$ cat config.mk
export PLATFORM = sky130hd
export DESIGN_NAME = rgb2ycc_queue
export DESIGN_NICKNAME = d
export VERILOG_FILES = /design/src/sv/rgb2ycc_queue.sv
export SDC_FILE = /design/constraint.sdc
export NUM_CORES = 1
export LEC_CHECK = 0
export BUFFER_PORTS_ARGS = -buffer_cell sky130_fd_sc_hd__buf_4
export CORE_MARGIN = 4
export CORE_UTILIZATION = 25
export CTS_CLUSTER_DIAMETER = 120
export DETAILED_ROUTE_END_ITERATION = 10
export PLACE_DENSITY = 0.53
export SETUP_SLACK_MARGIN = 0.4
export SLEW_MARGIN = 10
export SYNTH_ARGS = -nofsm -noshare
export SYNTH_HDL_FRONTEND = slang
export SYNTH_SLANG_ARGS = --single-unit
$ cat constraint.sdc
create_clock -name i_clk -period 1.8 [get_ports i_clk]
set_clock_uncertainty 0.15 [all_clocks]
set_input_delay 0.09 -clock i_clk [delete_from_list [all_inputs] [get_ports i_clk]]
set_output_delay 0.09 -clock i_clk [all_outputs]
set_load 0.02 [all_outputs]
$ cat src/sv/rgb2ycc_queue.sv
// Two-entry queue used between the pipeline parts and at the result side.
`default_nettype none
module rgb2ycc_queue #(
    parameter int WIDTH = 8
) (
    input  wire logic             i_clk,
    input  wire logic             i_rst_n,
    input  wire logic             i_push,
    input  wire logic [WIDTH-1:0] i_data,
    output logic                  o_full,
    input  wire logic             i_pop,
    output logic      [WIDTH-1:0] o_data,
    output logic                  o_empty
);

    logic [WIDTH-1:0] r_mem [2];
    logic             r_wptr;
    logic             r_rptr;
    logic [1:0]       r_count;
    logic             do_push;
    logic             do_pop;

    assign o_full  = (r_count == 2'd2);
    assign o_empty = (r_count == 2'd0);
    assign do_push = i_push && !o_full;
    assign do_pop  = i_pop && !o_empty;
    assign o_data  = r_mem[r_rptr];

    // Store entries
    always_ff @(posedge i_clk) begin
        if (do_push) begin
            r_mem[r_wptr] <= i_data;
        end
    end

    // Advance pointers and occupancy
    always_ff @(posedge i_clk) begin
        if (!i_rst_n) begin
            r_wptr  <= 1'b0;
            r_rptr  <= 1'b0;
            r_count <= 2'd0;
        end else begin
            if (do_push) begin
                r_wptr <= !r_wptr;
            end
            if (do_pop) begin
                r_rptr <= !r_rptr;
            end
            case ({do_push, do_pop})
                2'b10:   r_count <= r_count + 2'd1;
                2'b01:   r_count <= r_count - 2'd1;
                default: r_count <= r_count;
            endcase
        end
    end

endmodule
`default_nettype wire

== Word level (Yosys, flattened, before mapping) ==
Memories as Yosys holds them, arrays and structs flattened. A register that Yosys moved wholly into a read port is not among the register bits.
Index checks and enable logic that the tools add are counted.
Operators by class
  order comparisons: 0
  $add $sub $neg: 2
  equality and inequality tests: 3
  multipliers: 0
  div/mod/pow operators: 0
  bitwise gates (word level): 0
  mux-type cells: 5
  shifts and indexed selects: 0
  reductions and logical operators: 8
Operator list (count)
  2-bit == test, second input constant: 2
  1-bit zero test: 4
  1-bit 2-to-1 mux: 4
  2-bit case mux with 2 select lines: 1
  2-bit by 1-bit adder with 2-bit output, second input constant: 1
  2-bit by 1-bit == test with 1-bit output, second input constant: 1
  1-bit logical AND: 2
  2-bit zero test: 1
  2-bit nonzero test: 1
  2-bit by 1-bit subtractor with 2-bit output, second input constant: 1
Storage, ports and cells
  logic and storage cells: 22
  bits in registers: 4
  RAM bits: 16
  memory bits (read-only): 0
  bits in latches: 0
  memories kept: 1
  output and inout bits: 10
Memories
  r_mem: words 2, bits a word 8, read ports 1, clocked after memory_dff 1, wr ports 1, RTL line 16  | logic [WIDTH-1:0] r_mem [2];

== Logic depth before layout (Yosys ltp) ==
Gate-level depths: netlist of run 1.
  word-level depth: 5
  gate-level depth with buffers: 6
  gate-level depth less buffers: 6

== Worst setup path before layout of run 1 ==
No wires, ideal clock.
  kind: register to register
  from: register r_count[0]
  to: register r_count[1]
  cell stages (with the launch flop): 6
  data arrival time: 1.382 ns
  path buffers: 0
  path slack: 0.198 ns
  required time: 1.580 ns
  setup time: 0.070 ns
  cell sequence: dfxtp_1 > nand2b_2 > nand2_1 > ha_1 > or3_1 > a21oi_1
Between the ends
  longest elaborated chain between the ends: 5
  elaborated cells between the ends (all ways): 12
  classes of those cells: add/sub: 2; eq/ne: 3; mux: 1; reduce/logical: 6
RTL lines
  start, declared: RTL line 19  | logic [1:0] r_count;
  start signal, assigned: RTL line 50  | 2'b10: r_count <= r_count + 2'd1;
  start signal, assigned: RTL line 51  | 2'b01: r_count <= r_count - 2'd1;
  start signal, assigned: RTL line 52  | default: r_count <= r_count;
  2-bit == test or 2-bit zero test (tied branches): RTL line 23, 24
  1-bit zero test (on tied branches): RTL line 25, 26
  1-bit logical AND (on tied branches): RTL line 25, 26
  2-bit by 1-bit == test with 1-bit output or 2-bit == test (tied branches): RTL line 49  | case ({do_push, do_pop})
  2-bit case mux with 2 select lines or 2-bit nonzero test (tied branches)
Several ways; a longest one is shown, not always the timed one.
A chain may end at the register's enable or synchronous reset.

== Worst setup path after layout of run 1 ==
  from: register r_count[1]
  to: register r_count[1]
Between the ends
  longest elaborated chain between the ends: 5
  elaborated cells between the ends (all ways): 12
  classes of those cells: add/sub: 2; eq/ne: 3; mux: 1; reduce/logical: 6
RTL lines
  2-bit zero test *: RTL line 24  | assign o_empty = (r_count == 2'd0);
  1-bit zero test *: RTL line 26  | assign do_pop = i_pop && !o_empty;
  1-bit logical AND *: RTL line 26
  named net do_pop: RTL line 21  | logic do_pop;
  2-bit by 1-bit == test with 1-bit output or 2-bit == test (tied branches): RTL line 49
  2-bit case mux with 2 select lines or 2-bit nonzero test (tied branches)
The timed path passes the listed nets; every way through them passes the cells marked *.

==> results.md, run 1 <==
* Status: finished clean
* Maximum vdd drop at 0.5787 mV
* CTS Sinks at 21
* GRT Util Overall at 8.394%
* Die Height at 64.64 um
* Crit Path Category: reg -> reg
* DR iter-0 viols at 1
* Filler cells at 304
* Maxcap violations at 0
* Number of synthesized flops with an enable pin at 16
* Port buffer count at 21
* Synth Instances at 52
* R2r worst-path depth at 5
* Max-slew headroom at 85.14%
* Area after DPL at 0.001028 mm^2
* Clk Tree Root Cell: clkbuf_4
* HPWL after DPL at 1028 um
* Min Clock Period, post-route at 1.579 ns
* DR vias/cell at 3.880
* Pin count of the biggest net entering global routing at 12
* DRC Markers at 0
* Skew-Pair Late Insertion Delay at 0.29 ns
* Total Wirelength at 1552 um
* Area delta synth->final at 59.59%
* Tcrit/Tclk final at 87.73%
* Starting Density at 26.27%
* Place WS at 0.1823 ns
* Vias at 516
* Critical Path RT at 1.88 ns
* CTS tree: yes
* Peak fanout along the critical path at 3
* Initial antenna violation count at 0
* Reg2reg setup slack at 0.22 ns
* PnR Total Power at 1.741 mW
* Max incr delay on CP at 0.38 ns
* Area of the multi-input gates at 270.3 um^2
* Crit path cell chain: o21a_4 -> ha_4 -> xnor2_1 -> or3_1 -> a21oi_2
* Achievable Freq at 633.3 MHz
* Ys async rst share at 0%
* First-pass GRT wire length at 2573 um
* Gpl congestion at 0.7937
* Nets at 103
* Crit path capture type: flop
* Most used DFF post-synth: edfxtp_1
* Hold path depth at 4
* Synth area leader: edfxtp_1
* Worst r2r dst: r_count[1]
* GR Layer Usage met2 at 13.92%
* First-pass iteration count of the detailed router at 3
* PwrDens at 1360 mW/mm^2
* Most common cell in the netlist: edfxtp_1
* Synthesis-stage register bit count at 21
* R2R Path Start: r_count[1]
* Total grt overflow at 0
* FF+latch area at 591.8 um^2
* Hold_sp: i_push
* Global routing's busiest layer: met2
* Cell area after synthesis at 802.0 um^2
* Sequential area share after synthesis at 72.39%
* Share of the synthesized area in the top cell type at 59.91%
* Final slew viol count at 0
* CTS clk-pin slew, worst paths at 0.11 ns
* Design area at 0.001280 mm^2
* Critical-path top delay cell: dfxtp_4
* Clock Tree Buf Depth at 2
* Syn_area_per_cell at 15.42 um^2
* RSZ-0062 raised after global routing: yes
* Final ANT Viol Nets at 0
* Final setup margin at 0.2209 ns
* Hold Path End: r_wptr
* Top cells by area in the synthesized netlist: edfxtp_1 60%, dfxtp_1 12%, mux2_2 11%, xnor2_1 2.2%, nor2_1 1.9%
* Leakage at 0.5093 nW
* Synth cell count leaders: 16 x edfxtp_1, 8 x mux2_2, 5 x dfxtp_1
* Critical path arrival at 1.66 ns
* WL per Instance at 11.67 um
* Share of cells above drive strength 1 at 53.93%
* CTS HTree Levels at 1
* Worst-Margin Slew at 0.2205 ns
* Fin. Hold Viols at 0
* Number of global-route vias before repair at 554
* CORE AREA at 0.003053 mm^2
* M3 GR Usage at 2.600%
* Hold WC Path Type: in -> reg
* Syn_nets at 65
* Number of distinct library cells after synthesis at 17
* Final hold slack at 0.03977 ns
* Die area at 0.004178 mm^2
* Total negative slack at 0 ns
* Die width at 64.64 um
* Antenna cells at 0
* GR Util met1 at 9.524%
* Synth warn at 0
* Ports at 22
* Setup Viol. Count Final at 0
* Total CTS buffers at 3
* Worst setup SP type: flop
* Row count at 20
[logic make-up (layout without fill, tap and decap cells)]
| group | after synthesis | after routing | synth area share (%) |
|---|---|---|---|
| muxes | 8 | 8 | 11.23 |
| and+or+nand+nor | 9 | 9 | 5.772 |
| AOI/OAI and AO/OA | 5 | 5 | 3.433 |
| DFF | 21 | 21 | 72.39 |
| buffers and inverters | 5 | 42 | 2.339 |
| xor gates and xnor gates | 3 | 3 | 3.277 |
| adders and majority gates | 1 | 1 | 1.560 |
[power by group]
group | switching (mW) | leakage, nW | internal (mW)
Sequential | 0.0844 | 0.193 | 0.643
Combinational | 0.344 | 0.301 | 0.454
Clock | 0.130 | 0.0150 | 0.0862
Total | 0.558 | 0.509 | 1.18
[cell usage in the layout (no fill, tap or decap), types with 2 or more instances in the layout]
cell type	Yosys	routed
clkbuf_4	0	3
dlygate4sd3_1	0	9
nor2_1	4	4
mux2_4	0	8
inv_1	3	2
o21ai_0	2	2
edfxtp_1	16	16
xnor2_1	2	2
buf_6	0	9
dfxtp_1	5	2
buf_4	0	16
dfxtp_4	0	3
[what timing repair did]
| item | 4_1_cts | 5_1_grt |
|---|---|---|
| pin swaps | 1 | 0 |
| gates resized for setup | 25 | 3 |
| buffers inserted | 4 | 0 |
| gates cloned | 0 | 0 |
| endpoints found under the hold margin | 21 | 0 |
| hold buffers | 9 | 0 |
| endpoints found under the setup margin | 25 | 18 |
[worst max path at each step]
stage,start,endpoint
6_report,r_count[1],r_count[1]
5_1_grt,r_count[0],r_count[1]
4_1_cts,r_count[1],r_count[1]
3_5_place_dp,r_count[1],r_count[1]
3_3_place_gp,r_count[1],r_count[1]
2_1_floorplan,r_count[1],r_count[1]
[flip-flops by register name, summed over array words and instances (netlist names), named ones only]
register	cells
r_count	2
r_mem	16
r_rptr	1
r_wptr	1
[per-stage QoR]
stage,utilization [%],cells
2_1_floorplan,-,52
3_3_place_gp,33.69,116
3_5_place_dp,33.69,116
4_1_cts,41.56,133
5_1_grt,41.93,133
6_report,41.93,133
[final cells by class]
type / count / share of cell area [%]
Inverter: 4 / 1.955
Multi-Input combinational cell: 26 / 21.11
Tap cell: 44 / 4.301
Clock buffer: 4 / 2.053
Sequential cell: 21 / 46.24
Timing Repair Buffer: 34 / 24.34
[per-layer routing]
metal,share of wire [%],routed length (um)
met1,43,667
met2,50,779
met3,6.2,96
met4,0.58,9
met5,0,0
[critical path, delay by kind of cell, from the launching register on]
family	cells	cell delay [ns]
flops	1	0.38
compound gates	2	0.37
simple gates	1	0.34
fa+ha+maj	1	0.16
xor+xnor	1	0.13
No activity file was read; power rests on OpenSTA's default activity.
==> inputs of run 2 (changes only) <==
Settings changed: REMOVE_ABC_BUFFERS set to 1.
==> results.md, run 2 (same netlist as run 1, synthesis figures left out) <==
* CTS Sinks at 21 (unchanged)
* R2r worst-path depth at 5 (unchanged)
* FF+latch area at 591.8 um^2 (unchanged)
* Most flops, register: r_mem
* Gpl congestion at 0.7335 (-7.6%)
* Worst setup SP type: flop
* First-pass iteration count of the detailed router at 4 (+1)
* Critical path arrival at 1.64 ns (-0.02 ns)
* Starting Density at 26.27% (unchanged)
* HPWL after DPL at 976.6 um (-5.0%)
* Achievable Freq at 644.4 MHz (+1.8%)
* R2R Path Start: r_count[0]
* Total grt overflow at 0 (unchanged)
* PnR Total Power at 1.803 mW (+3.5%)
* CTS clk-pin slew, worst paths at 0.11 ns (about the same)
* Max reg flops at 16 (unchanged)
* Worst-Margin Slew at 0.2115 ns (-0.008964 ns)
* DR vias/cell at 3.903 (+0.60%)
* Initial antenna violation count at 0 (unchanged)
* Fin. Hold Viols at 0 (unchanged)
* Tcrit/Tclk final at 86.22% (-1.5 points)
* Filler cells at 287 (-5.6%)
* GRT Util Overall at 7.932% (-0.46 points)
* Antenna cells at 0 (unchanged)
* Ports at 22 (unchanged)
* Pin count of the biggest net entering global routing at 13 (+1)
* Crit Path Category: reg -> reg
* Die Height at 64.64 um (unchanged)
* CTS HTree Levels at 1 (unchanged)
* Final setup margin at 0.2481 ns (+0.02725 ns)
* Max-slew headroom at 85.75% (+0.60 points)
* Clock Tree Buf Depth at 2 (unchanged)
* Final ANT Viol Nets at 0 (unchanged)
* Die width at 64.64 um (unchanged)
* Skew-Pair Late Insertion Delay at 0.30 ns (about the same)
* Place WS at 0.1073 ns (-0.07501 ns)
* Die area at 0.004178 mm^2 (unchanged)
* Crit path capture type: flop
* Peak fanout along the critical path at 3 (unchanged)
* Maximum vdd drop at 0.7611 mV (+32%)
* Area of the multi-input gates at 277.8 um^2 (+2.8%)
* Hold_sp: i_pop
* Critical Path RT at 1.89 ns (about the same)
* Nets at 104 (+0.97%)
* Row count at 20 (unchanged)
* DRC Markers at 0 (unchanged)
* Total CTS buffers at 3 (unchanged)
* Final slew viol count at 0 (unchanged)
* Number of global-route vias before repair at 550 (-0.72%)
* Clock Power Share at 12.3% (about the same)
* CORE AREA at 0.003053 mm^2 (unchanged)
* RSZ-0062 raised after global routing: yes
* Total Wirelength at 1635 um (+5.3%)
* Vias at 523 (+1.4%)
* Sw Share at 32.56% (+0.50 points)
* Total negative slack at 0 ns (unchanged)
* Clk Tree Root Cell: clkbuf_4
* Maxcap violations at 0 (unchanged)
* Status: finished clean
* DR iter-0 viols at 8 (+7)
* CTS tree: yes
* Hold path depth at 4 (unchanged)
* Port buffer count at 21 (unchanged)
* Min Clock Period, post-route at 1.552 ns (-0.02725 ns)
* Area delta synth->final at 61.78%
* Share of cells above drive strength 1 at 56.67% (+2.7 points)
* Sequential share of power at 40.4% (-1.4 points)
* PwrDens at 1389 mW/mm^2 (+2.1%)
* First-pass GRT wire length at 2511 um (-2.4%)
* Largest registers: r_mem: 16 flops, r_count: 2 flops
* Commonest cells after routing, fill and taps aside: 16 x buf_4, 16 x edfxtp_1, 10 x buf_6, 9 x dlygate4sd3_1, 8 x mux2_4
* NetSw at 587.0 uW (+5.1%)
* Reg2reg setup slack at 0.25 ns (+0.03 ns)
* Hold WC Path Type: in -> reg
* Setup Viol. Count Final at 0 (unchanged)
* Pint at 1.216 mW (+2.8%)
* WL per Instance at 12.20 um (+4.6%)
* Leakage at 0.5214 nW (+2.4%)
* Worst r2r dst: r_count[1]
* Gate power share at 47.3% (+1.5 points)
## run 2: cell types whose count changed in the layout (fill, tap and decap cells not counted), sizes merged
cell,change
clkinv,+1
clkbuf,-1
buf,+1
## run 2: layout make-up
type / count / share of cell area, %
sequential: 21 / 45.61
clock inverter: 1 / 0.3857
multi-input combinational: 26 / 21.41
tap: 44 / 4.243
clock buffer: 3 / 1.736
inverter: 4 / 1.736
timing repair buffer: 35 / 24.88
## run 2: timing repair
action / 4_1_cts / 5_1_grt
buffers inserted: 5 / 0
pin swaps: 2 / 1
endpoints found under the hold margin: 21 / 0
hold buffers: 9 / 0
cloned: 0 / 0
endpoints found under the setup margin: 26 / 19
gates resized for setup: 31 / 6
## run 2: how the worst max path moves through the flow
| stage | startpoint | endpoint | slack [ns] | cells past startpoint |
|---|---|---|---|---|
| 3_3_place_gp | r_count[0] | r_count[1] | 0.15 | 5 |
| 2_1_floorplan | r_count[0] | r_count[1] | 0.20 | 5 |
| 4_1_cts | r_count[0] | r_count[1] | 0.28 | 5 |
| 6_report | r_count[0] | r_count[1] | 0.25 | 5 |
| 5_1_grt | r_count[0] | r_count[1] | 0.20 | 5 |
| 3_5_place_dp | r_count[0] | r_mem[0][1] | 0.11 | 4 |
## run 2: routing by layer
metal	track usage, %	part of all wire [%]	vias to the layer above
li1	-	-	264
met1	9.684	42	241
met2	13.02	51	18
met3	3.466	7.1	0
met4	1.583	0	0
met5	0	0	-
## run 2: power groups by stage
stage | clock network (mW) | logic (mW) | registers, mW
2_1_floorplan | 0 | 0.360 | 0.687
3_3_place_gp | 0 | 0.539 | 0.705
4_1_cts | 0.229 | 0.792 | 0.724
5_1_grt | 0.248 | 0.911 | 0.741
6_report | 0.222 | 0.852 | 0.728
3_5_place_dp | 0 | 0.546 | 0.709
## run 2: critical path, stage by stage, from the launching register on
cell and delay, ns:
dfxtp_4 0.37, o21a_4 0.23, ha_4 0.16, xnor2_1 0.13, or3_1 0.33, a21oi_2 0.13
## run 2: stage by stage
stage | util [%] | hold slack, ns | instances | instance area (um^2)
final | 42.50 | 0.03888 | 134 | 1297
after global routing | 42.50 | 0.04857 | 134 | 1297
after CTS | 41.80 | 0.02364 | 134 | 1276
after detailed placement | 33.11 | 0.1318 | 116 | 1011
after global placement | 33.11 | 0.1319 | 116 | 1011
after floorplan | - | 0.03887 | 51 | 798.3
==> inputs of run 3 (changes only) <==
Settings changed: SETUP_SLACK_MARGIN 0.4 to 0.05.
==> results.md, run 3 (same netlist as run 1, synthesis figures left out) <==
* Status: finished clean
* Skew-Pair Late Insertion Delay at 0.29 ns (about the same)
* Gpl congestion at 0.7335 (unchanged)
* Achievable Freq at 611.7 MHz (-5.1%)
* CTS tree: yes
* Final ANT Viol Nets at 0 (unchanged)
* Die Height at 64.64 um (unchanged)
* DRC Markers at 0 (unchanged)
* Sequential share of power at 47.4% (+7.0 points)
* Largest registers: r_mem: 16 flops, r_count: 2 flops
* NetSw at 487.8 uW (-17%)
* WL per Instance at 10.95 um (-10%)
* Design area at 0.001132 mm^2 (-13%)
* First-pass iteration count of the detailed router at 4 (unchanged)
* Tcrit/Tclk final at 90.83% (+4.6 points)
* Total Wirelength at 1413 um (-14%)
* Vias at 491 (-6.1%)
* Sw Share at 32.88% (+0.32 points)
* Nets at 99 (-4.8%)
* Min Clock Period, post-route at 1.635 ns (+0.08303 ns)
* CORE AREA at 0.003053 mm^2 (unchanged)
* GRT Util Overall at 7.198% (-0.73 points)
* Row count at 20 (unchanged)
* Pint at 995.7 uW (-18%)
* Critical path arrival at 1.39 ns (-0.25 ns)
* Number of global-route vias before repair at 510 (-7.3%)
* Worst setup SP type: flop
* Ports at 22 (unchanged)
* Post-layout util at 37.09% (-5.4 points)
* Setup Buffers After CTS at 0 (-5)
* Gate power share at 37.7% (-9.6 points)
* Share of cells above drive strength 1 at 42.35% (-14 points)
* Die area at 0.004178 mm^2 (unchanged)
* Die width at 64.64 um (unchanged)
* CTS HTree Levels at 1 (unchanged)
* Final slew viol count at 0 (unchanged)
* Peak fanout along the critical path at 8 (+5)
* CTS Sinks at 21 (unchanged)
* Pin count of the biggest net entering global routing at 13 (unchanged)
* Worst-Margin Slew at 0.4090 ns (+0.1974 ns)
* Starting Density at 26.27% (unchanged)
* Maxcap violations at 0 (unchanged)
* Commonest cells after routing, fill and taps aside: 21 x buf_4, 16 x edfxtp_1, 9 x dlygate4sd3_1, 8 x mux2_2
* RSZ-0062 raised after global routing: no
* Area after DPL at 0.001011 mm^2 (unchanged)
* Fin. Hold Viols at 0 (unchanged)
* Clock Tree Buf Depth at 2 (unchanged)
* Max reg flops at 16 (unchanged)
* Antenna cells at 0 (unchanged)
* Setup Viol. Count Final at 0 (unchanged)
* Clk Tree Root Cell: clkbuf_4
* Max-slew headroom at 72.74% (-13 points)
* Maximum vdd drop at 0.5611 mV (-26%)
* Initial antenna violation count at 0 (unchanged)
* PwrDens at 1310 mW/mm^2 (-5.7%)
* Area delta synth->final at 41.19%
* CTS clk-pin slew, worst paths at 0.11 ns (about the same)
* DR iter-0 viols at 7 (-1)
* Port buffer count at 21 (unchanged)
* Critical Path RT at 1.56 ns (-0.33 ns)
* Total negative slack at 0 ns (unchanged)
* Total grt overflow at 0 (unchanged)
* HPWL after DPL at 976.6 um (unchanged)
* Commonest non-fill, non-tap cell in the layout: buf_4
* Filler cells at 309 (+7.7%)
* Total CTS buffers at 3 (unchanged)
* Crit Path Category: reg -> out
* Most flops, register: r_mem
* Final hold slack at 0.01827 ns (-0.02061 ns)
* Leakage at 0.4470 nW (-14%)
* Hold WC Path Type: in -> reg
* DR vias/cell at 3.806 (-2.5%)
* First-pass GRT wire length at 2263 um (-9.9%)
* Clock Power Share at 14.9% (+2.6 points)
* Crit path capture type: output pin
-- run 3: cell types whose count changed in the layout (fill, tap and decap cells not counted), sizes merged --
cell / change
buf: -5
-- run 3: path summary, 6_finish.rpt --
path	from	cells past startpoint	slack, ns	to
worst max-delay path	flop	2	0.17	o_data[7]
worst min-delay path	i_push	4	0.02	r_wptr
worst max register to register	r_count[0]	5	0.17	r_count[1]
worst min register to register	r_wptr	2	0.35	r_wptr
-- run 3: final cells by class --
| cell class | instances | area, um^2 | area share, % |
|---|---|---|---|
| clock buffer | 3 | 22.52 | 1.989 |
| clock inverter | 1 | 5.005 | 0.4420 |
| inverter | 4 | 15.01 | 1.326 |
| multi-input combinational | 26 | 202.7 | 17.90 |
| sequential | 21 | 584.3 | 51.60 |
| tap | 44 | 55.05 | 4.862 |
| timing repair buffer | 30 | 247.7 | 21.88 |
-- run 3: metrics by stage --
| step | setup slack (ns) | std cells | total power [mW] |
|---|---|---|---|
| after floorplan | 0.1981 | 51 | 1.048 |
| after global placement | 0.1498 | 116 | 1.244 |
| after detailed placement | 0.1073 | 116 | 1.255 |
| after CTS | 0.08639 | 129 | 1.493 |
| after global routing | 0.06685 | 129 | 1.580 |
| final | 0.1651 | 129 | 1.484 |
-- run 3: metal layers --
metal / track usage (%) / vias up / share of wire (%)
met2: 11.47 / 15 / 45
met3: 3.466 / 0 / 7.4
met1: 8.814 / 222 / 47
met4: 1.583 / 0 / 0
met5: 0 / - / 0
li1: - / 254 / -
-- run 3: what timing repair did --
action,CTS,global route
hold endpoints to repair,21,0
setup endpoints to repair,0,9
gates resized for setup,0,2
hold buffers,9,0
-- run 3: power by group through the flow --
stage	clock network, mW	logic, mW	registers (mW)
2_1_floorplan	0	0.360	0.687
3_3_place_gp	0	0.539	0.705
3_5_place_dp	0	0.546	0.709
4_1_cts	0.230	0.565	0.698
5_1_grt	0.250	0.611	0.718
6_report	0.222	0.559	0.703
-- run 3: worst max-delay path, cell delays in order (launching register included) --
cell and delay (ns):
dfxtp_1 0.55, mux2_2 0.39, buf_4 0.16
