--- config.mk ---
export PLATFORM = sky130hd
export DESIGN_NAME = rgb2ycc_back
export DESIGN_NICKNAME = d
export VERILOG_FILES = /design/src/sv/rgb2ycc_pkg.sv /design/src/sv/rgb2ycc_back.sv
export SDC_FILE = /design/constraint.sdc
export NUM_CORES = 1
export LEC_CHECK = 0
export ABC_AREA = 1
export BUFFER_PORTS_ARGS = -buffer_cell sky130_fd_sc_hd__buf_2
export CAP_MARGIN = 40
export CORE_MARGIN = 10
export CORE_UTILIZATION = 55
export DETAILED_ROUTE_END_ITERATION = 7
export GPL_TIMING_DRIVEN = 0
export PLACE_DENSITY_LB_ADDON = 0.2
export SLEW_MARGIN = 20
export SYNTH_ARGS = -nofsm -noshare
export SYNTH_HDL_FRONTEND = slang
export SYNTH_SLANG_ARGS = --single-unit
--- constraint.sdc ---
create_clock -name i_clk -period 9.7 [get_ports i_clk]
set_input_delay 1.94 -clock i_clk [delete_from_list [all_inputs] [get_ports i_clk]]
set_output_delay 1.94 -clock i_clk [all_outputs]
set_load 0.005 [all_outputs]
--- src/sv/rgb2ycc_pkg.sv ---
// Shared types and constants of the RGB to YCbCr 4:2:0 converter.
`default_nettype none
package rgb2ycc_pkg;

    // Field and register widths
    localparam int CFG_W        = 13;
    localparam int SIZE_W       = 14;
    localparam int ROW_W        = 12;
    localparam int SUM_W        = 9;
    localparam int LINE_ENTRY_W = 3 * SUM_W;
    localparam int MAX_HEIGHT   = 4096;

    // Register reset values
    localparam logic [CFG_W-1:0] WIDTH_RESET  = 13'd640;
    localparam logic [CFG_W-1:0] HEIGHT_RESET = 13'd480;

    // Luma weights and bias (rounding plus 16 << 13)
    localparam logic [12:0] Y_R    = 13'd2104;
    localparam logic [12:0] Y_G    = 13'd4130;
    localparam logic [12:0] Y_B    = 13'd802;
    localparam logic [20:0] Y_BIAS = 21'd135168;

    // Chroma weights and bias (rounding plus 128 << 13)
    localparam logic [12:0] CB_R   = 13'd1214;
    localparam logic [12:0] CB_G   = 13'd2384;
    localparam logic [12:0] CB_B   = 13'd3598;
    localparam logic [12:0] CR_R   = 13'd3598;
    localparam logic [12:0] CR_G   = 13'd3013;
    localparam logic [12:0] CR_B   = 13'd585;
    localparam logic [22:0] C_BIAS = 23'd1052672;

    // Output limits
    localparam logic [7:0] LUMA_MAX   = 8'd235;
    localparam logic [7:0] CHROMA_MIN = 8'd16;
    localparam logic [7:0] CHROMA_MAX = 8'd240;

    // Configuration register indexes
    typedef enum logic {
        CFG_FRAME_WIDTH  = 1'b0,
        CFG_FRAME_HEIGHT = 1'b1
    } t_cfg_index;

    // Classified pixel as it leaves the front end
    typedef struct packed {
        logic [7:0]       red;
        logic [7:0]       green;
        logic [7:0]       blue;
        logic [SUM_W-1:0] sum_red;
        logic [SUM_W-1:0] sum_green;
        logic [SUM_W-1:0] sum_blue;
        logic             odd_col;
        logic             odd_row;
        logic             end_of_frame;
    } t_pixel_item;

    // Pixel joined with the pair sums read from the line store
    typedef struct packed {
        t_pixel_item             pixel;
        logic [LINE_ENTRY_W-1:0] line_entry;
    } t_work_item;

    // One result item
    typedef struct packed {
        logic [7:0] luma;
        logic       chroma_valid;
        logic [7:0] blue_diff;
        logic [7:0] red_diff;
        logic       end_of_frame;
    } t_result;

endpackage
`default_nettype wire

--- src/sv/rgb2ycc_back.sv ---
// Back end: luma and 2x2 chroma arithmetic in two registered stages.
`default_nettype none
module rgb2ycc_back (
    input  wire logic                    i_clk,
    input  wire logic                    i_rst_n,
    input  wire logic                    i_valid,
    input  wire rgb2ycc_pkg::t_work_item i_item,
    output logic                         o_take,
    output logic                         o_push,
    output rgb2ycc_pkg::t_result         o_result,
    input  wire logic                    i_full
);

    // Stage one contents
    typedef struct packed {
        logic [7:0] luma;
        logic       chroma_valid;
        logic [7:0] avg_red;
        logic [7:0] avg_green;
        logic [7:0] avg_blue;
        logic       end_of_frame;
    } t_stage1;

    t_stage1              r_b1;
    t_stage1              n_b1;
    logic                 r_b1_valid;
    rgb2ycc_pkg::t_result r_b2;
    rgb2ycc_pkg::t_result n_b2;
    logic                 r_b2_valid;
    logic                 b1_ready;
    logic                 b2_ready;

    logic [20:0] luma_sum;
    logic [9:0]  quad_red;
    logic [9:0]  quad_green;
    logic [9:0]  quad_blue;
    logic [22:0] cb_sum;
    logic [22:0] cr_sum;
    logic [9:0]  cb_q;
    logic [9:0]  cr_q;

    assign b2_ready = !r_b2_valid || !i_full;
    assign b1_ready = !r_b1_valid || b2_ready;
    assign o_take   = i_valid && b1_ready;
    assign o_push   = r_b2_valid;
    assign o_result = r_b2;

    // Stage one: luma and rounded 2x2 averages
    always_comb begin
        luma_sum = 21'(i_item.pixel.red) * rgb2ycc_pkg::Y_R
                 + 21'(i_item.pixel.green) * rgb2ycc_pkg::Y_G
                 + 21'(i_item.pixel.blue) * rgb2ycc_pkg::Y_B
                 + rgb2ycc_pkg::Y_BIAS;
        quad_red   = 10'(i_item.pixel.sum_red) + 10'(i_item.line_entry[26:18]) + 10'd2;
        quad_green = 10'(i_item.pixel.sum_green) + 10'(i_item.line_entry[17:9]) + 10'd2;
        quad_blue  = 10'(i_item.pixel.sum_blue) + 10'(i_item.line_entry[8:0]) + 10'd2;
        n_b1.luma = (luma_sum[20:13] > rgb2ycc_pkg::LUMA_MAX) ? rgb2ycc_pkg::LUMA_MAX
                                                               : luma_sum[20:13];
        n_b1.chroma_valid = i_item.pixel.odd_col && i_item.pixel.odd_row;
        n_b1.avg_red      = quad_red[9:2];
        n_b1.avg_green    = quad_green[9:2];
        n_b1.avg_blue     = quad_blue[9:2];
        n_b1.end_of_frame = i_item.pixel.end_of_frame;
    end

    // Stage two: chroma products, scale and clamp; the sums stay positive
    always_comb begin
        cb_sum = 23'(r_b1.avg_blue) * rgb2ycc_pkg::CB_B + rgb2ycc_pkg::C_BIAS
               - 23'(r_b1.avg_red) * rgb2ycc_pkg::CB_R
               - 23'(r_b1.avg_green) * rgb2ycc_pkg::CB_G;
        cr_sum = 23'(r_b1.avg_red) * rgb2ycc_pkg::CR_R + rgb2ycc_pkg::C_BIAS
               - 23'(r_b1.avg_green) * rgb2ycc_pkg::CR_G
               - 23'(r_b1.avg_blue) * rgb2ycc_pkg::CR_B;
        cb_q = cb_sum[22:13];
        cr_q = cr_sum[22:13];
        n_b2.luma         = r_b1.luma;
        n_b2.chroma_valid = r_b1.chroma_valid;
        n_b2.end_of_frame = r_b1.end_of_frame;
        if (!r_b1.chroma_valid) begin
            n_b2.blue_diff = '0;
            n_b2.red_diff  = '0;
        end else begin
            if (cb_q < 10'(rgb2ycc_pkg::CHROMA_MIN)) begin
                n_b2.blue_diff = rgb2ycc_pkg::CHROMA_MIN;
            end else if (cb_q > 10'(rgb2ycc_pkg::CHROMA_MAX)) begin
                n_b2.blue_diff = rgb2ycc_pkg::CHROMA_MAX;
            end else begin
                n_b2.blue_diff = cb_q[7:0];
            end
            if (cr_q < 10'(rgb2ycc_pkg::CHROMA_MIN)) begin
                n_b2.red_diff = rgb2ycc_pkg::CHROMA_MIN;
            end else if (cr_q > 10'(rgb2ycc_pkg::CHROMA_MAX)) begin
                n_b2.red_diff = rgb2ycc_pkg::CHROMA_MAX;
            end else begin
                n_b2.red_diff = cr_q[7:0];
            end
        end
    end

    // Stage valid bits
    always_ff @(posedge i_clk) begin
        if (!i_rst_n) begin
            r_b1_valid <= 1'b0;
            r_b2_valid <= 1'b0;
        end else begin
            if (b1_ready) begin
                r_b1_valid <= i_valid;
            end
            if (b2_ready) begin
                r_b2_valid <= r_b1_valid;
            end
        end
    end

    // Stage payload
    always_ff @(posedge i_clk) begin
        if (o_take) begin
            r_b1 <= n_b1;
        end
        if (b2_ready && r_b1_valid) begin
            r_b2 <= n_b2;
        end
    end

    // A result stalled by the output queue holds
    a_b2_hold: assert property (@(posedge i_clk) disable iff (!i_rst_n)
        r_b2_valid && i_full |=> r_b2_valid && $stable(r_b2))
        else $error("result changed while stalled");

    // Luma stays within studio range
    a_luma_range: assert property (@(posedge i_clk) disable iff (!i_rst_n)
        r_b2_valid |-> r_b2.luma >= 8'd16 && r_b2.luma <= rgb2ycc_pkg::LUMA_MAX)
        else $error("luma out of range");

    // Valid chroma is clamped, missing chroma is zero
    a_chroma_range: assert property (@(posedge i_clk) disable iff (!i_rst_n)
        r_b2_valid && r_b2.chroma_valid |->
            r_b2.blue_diff >= rgb2ycc_pkg::CHROMA_MIN &&
            r_b2.blue_diff <= rgb2ycc_pkg::CHROMA_MAX &&
            r_b2.red_diff >= rgb2ycc_pkg::CHROMA_MIN &&
            r_b2.red_diff <= rgb2ycc_pkg::CHROMA_MAX)
        else $error("chroma out of range");

    a_chroma_zero: assert property (@(posedge i_clk) disable iff (!i_rst_n)
        r_b2_valid && !r_b2.chroma_valid |-> r_b2.blue_diff == '0 && r_b2.red_diff == '0)
        else $error("chroma not zero on a pixel without a block");

endmodule
`default_nettype wire

# [After elaboration in Yosys (flattened, before gate mapping)]
# Index checks and enable logic that the tools add are counted.
[word_totals] ff_bits=62 output_inout_bits=28 word_cells=63
[classes] n_reduce_logical=12 n_addsub=15 muxes=4 order_cmp=5 mul=9 bitwise=1
[ops] operator="$add A20 B21 Y22 const B" count=2
[ops] operator="$mul A8 B12 Y20 const B" count=2
[ops] operator="$mul A8 B11 Y19 const B" count=2
[ops] operator="$mul A8 B10 Y18 const B" count=2
[ops] operator="$mul A8 B9 Y17 const B" count=2
[ops] operator="$add A10 B2 Y10 const B" count=3
[ops] operator="$add A9 B9 Y10" count=3
[ops] operator="$sub A22 B19 Y23" count=1
[ops] operator="$sub A22 B20 Y23" count=1
[ops] operator="$sub A23 B18 Y23" count=1
[ops] operator="$sub A23 B20 Y23" count=1
[ops] operator="$add A20 B21 Y21" count=1
[ops] operator="$add A21 B18 Y21" count=1
[ops] operator="$add A21 B18 Y21 const B" count=1
[ops] operator="$gt A10 B8 Y1 const B" count=2
[ops] operator="$lt A10 B5 Y1 const B" count=2
[ops] operator="$mul A8 B8 Y16 const B" count=1
[ops] operator="$mux W8" count=2
[ops] operator="$mux W5" count=2
[ops] operator="$gt A8 B8 Y1 const B" count=1
[ops] operator="$reduce_or A3 Y1" count=2
[ops] operator="$reduce_or A2 Y1" count=2
[ops] operator="$logic_and A1 B1 Y1" count=3
[ops] operator="$logic_not A1 Y1" count=3
[ops] operator="2 further kinds" count=3

# [Logic depth before layout (Yosys ltp)]
# Gate-level depths: netlist of the first run.
[logic_depth] word_depth=7 mapped_depth=42 mapped_depth_nobuf=42

# [Least setup slack after synthesis of the first run]
# No wires, ideal clock.
[synth_timing] path_type="in2reg" from="in i_item[78] in the netlist's numbering" to="reg r_b1 (netlist bit n_b2[20]), data pin" setup_time_ns=0.250 t_arrival_ns=6.799 cell_stages=31 path_slack_ns=2.651 t_required_ns=9.450 path_cell_list="ha_1 ha_1 inv_1 fa_1 inv_1 ha_1 ha_1 a21oi_1 and2_1 o221ai_1 nand2_1 nand2_1 a21oi_1 xor2_1 fa_1 inv_1 fa_1 ha_1 nand2_1 inv_1 nand3_1 nor3_1 nand4_1 nand3_1 nand2_1 nand2_1 nand2_1 nand2_1 nand4_2 nand2_1 inv_1"
[synth_via] elab_chain_cells=5
[synth_rtl] item="start, declared" line="rgb2ycc_back.sv:7" source="input wire rgb2ycc_pkg::t_work_item i_item,"
[synth_rtl] item="$mul A8 B9 Y17 (*)" line="rgb2ycc_back.sv:50" source="luma_sum = 21'(i_item.pixel.red) * rgb2ycc_pkg::Y_R"
[synth_rtl] item="$add A20 B21 Y21 (*)" line="rgb2ycc_back.sv:51" source="+ 21'(i_item.pixel.green) * rgb2ycc_pkg::Y_G"
[synth_rtl] item="$add A21 B18 Y21 (*)" line="rgb2ycc_back.sv:52" source="+ 21'(i_item.pixel.blue) * rgb2ycc_pkg::Y_B"
[synth_rtl] item="$add A21 B18 Y21 (*)" line="rgb2ycc_back.sv:53" source="+ rgb2ycc_pkg::Y_BIAS;"
[synth_rtl] item="$gt A8 B8 Y1" line="rgb2ycc_back.sv:57" source="n_b1.luma = (luma_sum[20:13] > rgb2ycc_pkg::LUMA_MAX) ? rgb2ycc_pkg::LUMA_MAX"
[synth_rtl] item="end signal, assigned" line="rgb2ycc_back.sv:118" source="r_b1 <= n_b1;"
[synth_rtl] item="end, declared" line="rgb2ycc_back.sv:24" source="t_stage1 r_b1;"
# Every way passes the cells marked *; elsewhere a longest branch is shown, timed or not.
# A chain may end at the register's enable or synchronous reset.

# [Worst setup path in the final report of the first run]
[layout_timing] from="reg r_b1[17] in the netlist's numbering" to="reg r_b2 (netlist bit o_result[8]), data pin"
[layout_via] elab_chain_cells=6 elab_cells_between_ends=8 cone_classes="3 x add/sub; 1 x mul; 2 x order compare; 1 x mux; 1 x reduce/logical"
[layout_rtl] item="$mul A8 B11 Y19 (*)" line="rgb2ycc_back.sv:71" source="cr_sum = 23'(r_b1.avg_red) * rgb2ycc_pkg::CR_R + rgb2ycc_pkg::C_BIAS"
[layout_rtl] item="$add A20 B21 Y22 (*)" line="rgb2ycc_back.sv:71"
[layout_rtl] item="$sub A22 B20 Y23 (*)" line="rgb2ycc_back.sv:72" source="- 23'(r_b1.avg_green) * rgb2ycc_pkg::CR_G"
[layout_rtl] item="$sub A23 B18 Y23 (*)" line="rgb2ycc_back.sv:73" source="- 23'(r_b1.avg_blue) * rgb2ycc_pkg::CR_B;"
[layout_rtl] item="$gt A10 B8 Y1 or $lt A10 B5 Y1 (tied branches)" line="rgb2ycc_back.sv:92, rgb2ycc_back.sv:90"
[layout_rtl] item="$mux W8 or $reduce_or A2 Y1 (tied branches)"
[layout_rtl] item="end signal, assigned" line="rgb2ycc_back.sv:121" source="r_b2 <= n_b2;"
[layout_rtl] item="end, declared" line="rgb2ycc_back.sv:27" source="rgb2ycc_pkg::t_result r_b2;"
# Marked as above.

==> results.sh, run 1 <==
export IMPL_grt_first_pass_wirelength_um=69570
export IMPL_cpMaxStageDelayCell="edfxtp_1"
export IMPL_numCtsBuffers=9
export IMPL_crit_start="r_b1[17]$_DFFE_PP_"
export IMPL_synth_edff_count=60
export IMPL_start_util_pct=55.85
export IMPL_drt_iter0_drc=572
export IMPL_cap_violations=0
export IMPL_holdCritPathClass="register to register"
export IMPL_ys_ff_latch=62
export IMPL_final_hold_viol_count=0
export IMPL_clk_path_buf_depth=2
export IMPL_ios=113
export IMPL_post_cts_buffers=0
export IMPL_ctsHoldBuffers=0
export IMPL_critPathCaptureType="register"
export IMPL_detail_route_antenna_nets=0
export IMPL_syn_cell_area_um2=18170
export IMPL_grt_pass1_vias=14640
export IMPL_dp_hpwl_um=36240
export IMPL_dieArea_um2=40710
export IMPL_synth_most_common_cell="inv_1"
export IMPL_fin_skew_ns=0.008212
export IMPL_grt_max_degree=36
export IMPL_status="finished clean"
export IMPL_rows=66
export IMPL_syn2layout_area_growth_pct=7.843
export IMPL_grt_overflow_total=0
export IMPL_crit_family="adder cells"
export IMPL_cts_num_sinks=62
export IMPL_post_drt_wl_per_cell_um=14.25
export IMPL_synth_ff_type="edfxtp_1"
export IMPL_reg2reg_from="r_b1[17]$_DFFE_PP_"
export IMPL_antenna_cells=0
export IMPL_vias=14320
export IMPL_hp_start="n_b2[23]$_SDFFCE_PN1P_"
export IMPL_grt_usage_pct=20.47
export IMPL_period_needed_ns=7.883
export IMPL_crit_path_frequent_cell="inv_1"
export IMPL_die_w_um=201.8
export IMPL_tightest_slew_ns=0.5809
export IMPL_dr_pass1_iters=5
export IMPL_synth_seq_area_share_pct=10.14
export IMPL_die_h_um=201.8
export IMPL_port_buffers=112
export IMPL_synth_area_leaders="ha_1 31%, fa_1 19%, inv_1 12%"
export IMPL_ys_types=44
export IMPL_h_tree_depth=3
export IMPL_path_class="register to register"
export IMPL_relSlewSlack_pct=61.27
export IMPL_async_reset_ff_share_pct=0
export IMPL_cts_root_buffer="clkbuf_16"
export IMPL_crit_path_max_fanout=8
export IMPL_worst_setup_path_start_kind="register"
export IMPL_crit_arrival_ns=7.99
export IMPL_fin_nets=3107
export IMPL_drt_total_wl_um=40570
export IMPL_synth_top_area_share_pct=30.78
export IMPL_tritoncts="built"
export IMPL_period_share_pct=81.27
export IMPL_yosys_warnings=0
export IMPL_core_region_area_um2=32540
export IMPL_cp_required_ns=9.81
export IMPL_ctsResizeCount=0
export IMPL_synth_avg_cell_area_um2=7.984
export IMPL_clk_latency_ns=0.34
export IMPL_place_congestion=0.9704
export IMPL_synth_largest_area_cell="ha_1"
export IMPL_drive_above_1_share_pct=6.528
export IMPL_setup_violations_final=0
export IMPL_synth_nets=2982
export IMPL_cp_buffers_inverters=8
export IMPL_max_stage_delay_ns=0.66
export IMPL_cts_clk_slew_worst_paths_ns=0.06
export IMPL_yosys_top_cells_count="593 x inv_1, 447 x ha_1, 390 x nand2_1, 174 x fa_1, 133 x nor2_1"
export IMPL_syn_instance_count=2276
export IMPL_fmax_mhz=126.9
export IMPL_report_final_slew_viol_count=0
export IMPL_grt_setup_unrepaired="no"
export IMPL_antenna_found_initial=0
export IMPL_setup_tns_ns=0
export IMPL_drc=0
export IMPL_routed_via_density=5.029
## final timing paths
check / end / cells after the start / slack (ns)
max reg2reg: o_result[8]$_SDFFCE_PP0P_ / 38 / 1.82
max: o_result[8]$_SDFFCE_PP0P_ / 38 / 1.82
min: o_result[23]$_DFFE_PP_ / 0 / 0.42
min reg2reg: o_result[23]$_DFFE_PP_ / 0 / 0.42
## cell usage in the layout, fill, tap and decap left out, types with 2 or more instances in the layout
cell       instances
a21boi_0           2
a21o_1            11
a21oi_1          129
a21oi_2            2
a31oi_1            5
and2_1             4
buf_2            113
clkbuf_16          9
clkinv_2           5
dfxtp_1            2
edfxtp_1          60
fa_1             174
ha_1             447
inv_1            592
inv_2              3
nand2_1          390
nand2_2            9
nand3_1           74
nand3_2            3
nand3b_1          14
nand4_1           17
nand4_2            2
nor2_1           132
nor3_1            17
o2111ai_1          2
o211ai_1           2
o21ai_0           36
o21ai_1            3
o21bai_1          13
o31ai_1            4
xnor2_1           36
xor2_1            75
## kinds of logic (layout without fill, tap and decap cells)
family	Yosys count	after routing	share of synthesized area, %
AND/OR/NAND/NOR	667	667	15.42
adder cells (fa/ha/maj)	621	621	49.95
buffers and inverters	598	727	12.41
AO/OA/AOI/OAI	217	217	6.741
XOR/XNOR	111	111	5.350
flip-flops	62	62	10.14
## stage by stage
stage | instance area [um^2] | utilization [%] | setup WS (ns) | hold slack [ns] | cells
global placement | 19280 | 59.27 | 1.845 | 0.4030 | 2830
finish | 19600 | 60.23 | 1.817 | 0.4153 | 2847
global route | 19600 | 60.23 | 1.169 | 0.4246 | 2847
floorplan | 18170 | - | 2.651 | 0.4003 | 2276
detailed placement | 19320 | 59.38 | 1.698 | 0.4057 | 2831
CTS | 19580 | 60.17 | 1.787 | 0.4178 | 2846
## registers in the layout (all words and copies together), names as in the netlist
signal and count:
o_result 26, r_b1 24, n_b2 10, o_push 1
r_b1_valid 1
## per-layer routing
metal / part of all wire (%) / global-route usage [%] / wire [um]
met1: 46 / 26.01 / 18760
met2: 49 / 36.81 / 19930
met3: 2.9 / 1.751 / 1184
met5: 0 / 0 / 0
met4: 1.7 / 4.564 / 692
## layout make-up
cell class,count,area [um^2]
Clock buffer,10,229.0
Timing Repair Buffer,114,608.1
Sequential cell,62,1842
Multi-Input combinational cell,1616,14080
Buffer,2,16.27
Clock inverter,5,27.53
Fill cell,3042,12940
Inverter,596,2238
Tap cell,442,553.0
Power of run 1 is not shown: default switching activity piles up to over one toggle a cycle in this logic, so the estimate is an artifact.
==> run 2, diff against run 1 <==
- clock period: 9.7 -> 7.4 ns (I/O delays scaled with it)
==> results.sh, run 2 (synthesis results as in run 1) <==
export IMPL_grt_usage_pct=20.54
export IMPL_cts_clk_slew_worst_paths_ns=0.06
export IMPL_routed_via_density=5.043
export IMPL_vias=14450
export IMPL_grt_overflow_total=0
export IMPL_design_area_um2=20060
export IMPL_cp_required_ns=7.51
export IMPL_drt_iter0_drc=573
export IMPL_period_share_pct=96.24
export IMPL_drive_above_1_share_pct=9.571
export IMPL_period_needed_ns=7.122
export IMPL_start_util_pct=55.85
export IMPL_ios=113
export IMPL_max_stage_delay_ns=0.63
export IMPL_dr_pass1_iters=5
export IMPL_tightest_slew_ns=0.5722
export IMPL_clk_path_buf_depth=2
export IMPL_drc=0
export IMPL_cap_violations=0
export IMPL_cpMaxStageDelayCell="fa_2"
export IMPL_dp_hpwl_um=36240
export IMPL_post_drt_wl_per_cell_um=14.42
export IMPL_grt_pass1_vias=14700
export IMPL_detail_route_antenna_nets=0
export IMPL_grt_max_degree=36
export IMPL_cts_num_sinks=62
export IMPL_setup_tns_ns=0
export IMPL_crit_path_max_fanout=5
export IMPL_numCtsBuffers=9
export IMPL_clk_latency_ns=0.34
export IMPL_numPlacedInstances=2831
export IMPL_fmax_mhz=140.4
export IMPL_ctsHoldBuffers=0
export IMPL_cts_root_buffer="clkbuf_16"
export IMPL_antenna_found_initial=0
export IMPL_dpl_cell_area_um2=19320
export IMPL_final_common_cell="inv_1"
export IMPL_port_buffers=112
export IMPL_place_congestion=0.9704
export IMPL_relSlewSlack_pct=61.85
export IMPL_dieArea_um2=40710
export IMPL_die_w_um=201.8
export IMPL_stdcell_count=2866
export IMPL_setup_violations_final=0
export IMPL_path_class="register to register"
export IMPL_tritoncts="built"
export IMPL_crit_arrival_ns=7.23
export IMPL_holdCritPathClass="register to register"
export IMPL_worst_setup_path_start_kind="register"
export IMPL_fin_nets=3126
export IMPL_drt_total_wl_um=41340
export IMPL_fin_skew_ns=0.007856
export IMPL_die_h_um=201.8
export IMPL_h_tree_depth=3
export IMPL_final_hold_viol_count=0
export IMPL_wl_met2_um=20450
export IMPL_antenna_cells=0
export IMPL_rows=66
export IMPL_core_region_area_um2=32540
export IMPL_critPathCaptureType="register"
export IMPL_routedLengthMet1_um=19030
export IMPL_status="finished clean"
export IMPL_top_layer="met4"
export IMPL_syn2layout_area_growth_pct=10.40
export IMPL_wl_met3_um=1101
export IMPL_fin_util_pct=61.66
export IMPL_grt_setup_unrepaired="yes"
export IMPL_report_final_slew_viol_count=0
export IMPL_grt_first_pass_wirelength_um=69770
export IMPL_largest_reg_flops=26
export IMPL_crit_path_frequent_cell="inv_1"
export IMPL_final_cell_mix="590 x inv_1, 432 x ha_1, 386 x nand2_1"
run 2: changes by cell type in the layout (fill, tap and decap cells not counted), sizes merged:
cell | previous run | this run
buf | 116 | 135
run 2: layer usage:
| layer | vias up | GRT usage, % |
|---|---|---|
| li1 | 7423 | - |
| met1 | 6766 | 26.05 |
| met2 | 222 | 37.02 |
| met3 | 42 | 1.751 |
| met4 | 0 | 4.564 |
| met5 | - | 0 |
run 2: critical path, delay by kind of cell, from the launching register on:
family | cells | cell delay [ns]
and+or+nand+nor | 16 | 1.53
adders and majority gates | 10 | 3.96
xor gates and xnor gates | 1 | 0.19
AOI/OAI and AO/OA | 2 | 0.34
DFF | 1 | 0.48
buffers and inverters | 7 | 0.37
run 2: area by class of cell:
class	instances	area, um^2
sequential	62	1842
timing repair buffer	133	750.7
fill	2996	12470
clock buffer	10	229.0
multi-input combinational	1616	14400
inverter	596	2241
clock inverter	5	27.53
buffer	2	16.27
tap	442	553.0
run 2: what timing repair did:
action	4_1_cts	5_1_grt
gates resized for setup	3	63
hold endpoints to repair	0	0
setup buffers	9	10
pin swaps	0	11
setup endpoints to repair	8	21
run 2: per-stage QoR:
stage	worst slack [ns]	hold slack (ns)
2_1_floorplan	0.5795	0.4003
3_3_place_gp	-0.3933	0.4030
3_5_place_dp	-0.4832	0.4057
4_1_cts	0.03034	0.4178
5_1_grt	-0.1058	0.4246
6_report	0.2785	0.4150
run 2: final timing paths:
| kind | startpoint | to | slack (ns) | cells after the start |
|---|---|---|---|---|
| worst max-delay path | r_b1[23]$_DFFE_PP_ | o_result[8]$_SDFFCE_PP0P_ | 0.28 | 36 |
| worst min-delay path | n_b2[22]$_SDFFCE_PN0P_ | o_result[22]$_DFFE_PP_ | 0.42 | 0 |
| worst max register to register | r_b1[23]$_DFFE_PP_ | o_result[8]$_SDFFCE_PP0P_ | 0.28 | 36 |
| worst min register to register | n_b2[22]$_SDFFCE_PN0P_ | o_result[22]$_DFFE_PP_ | 0.42 | 0 |
Power of run 2 is left out for the same reason.
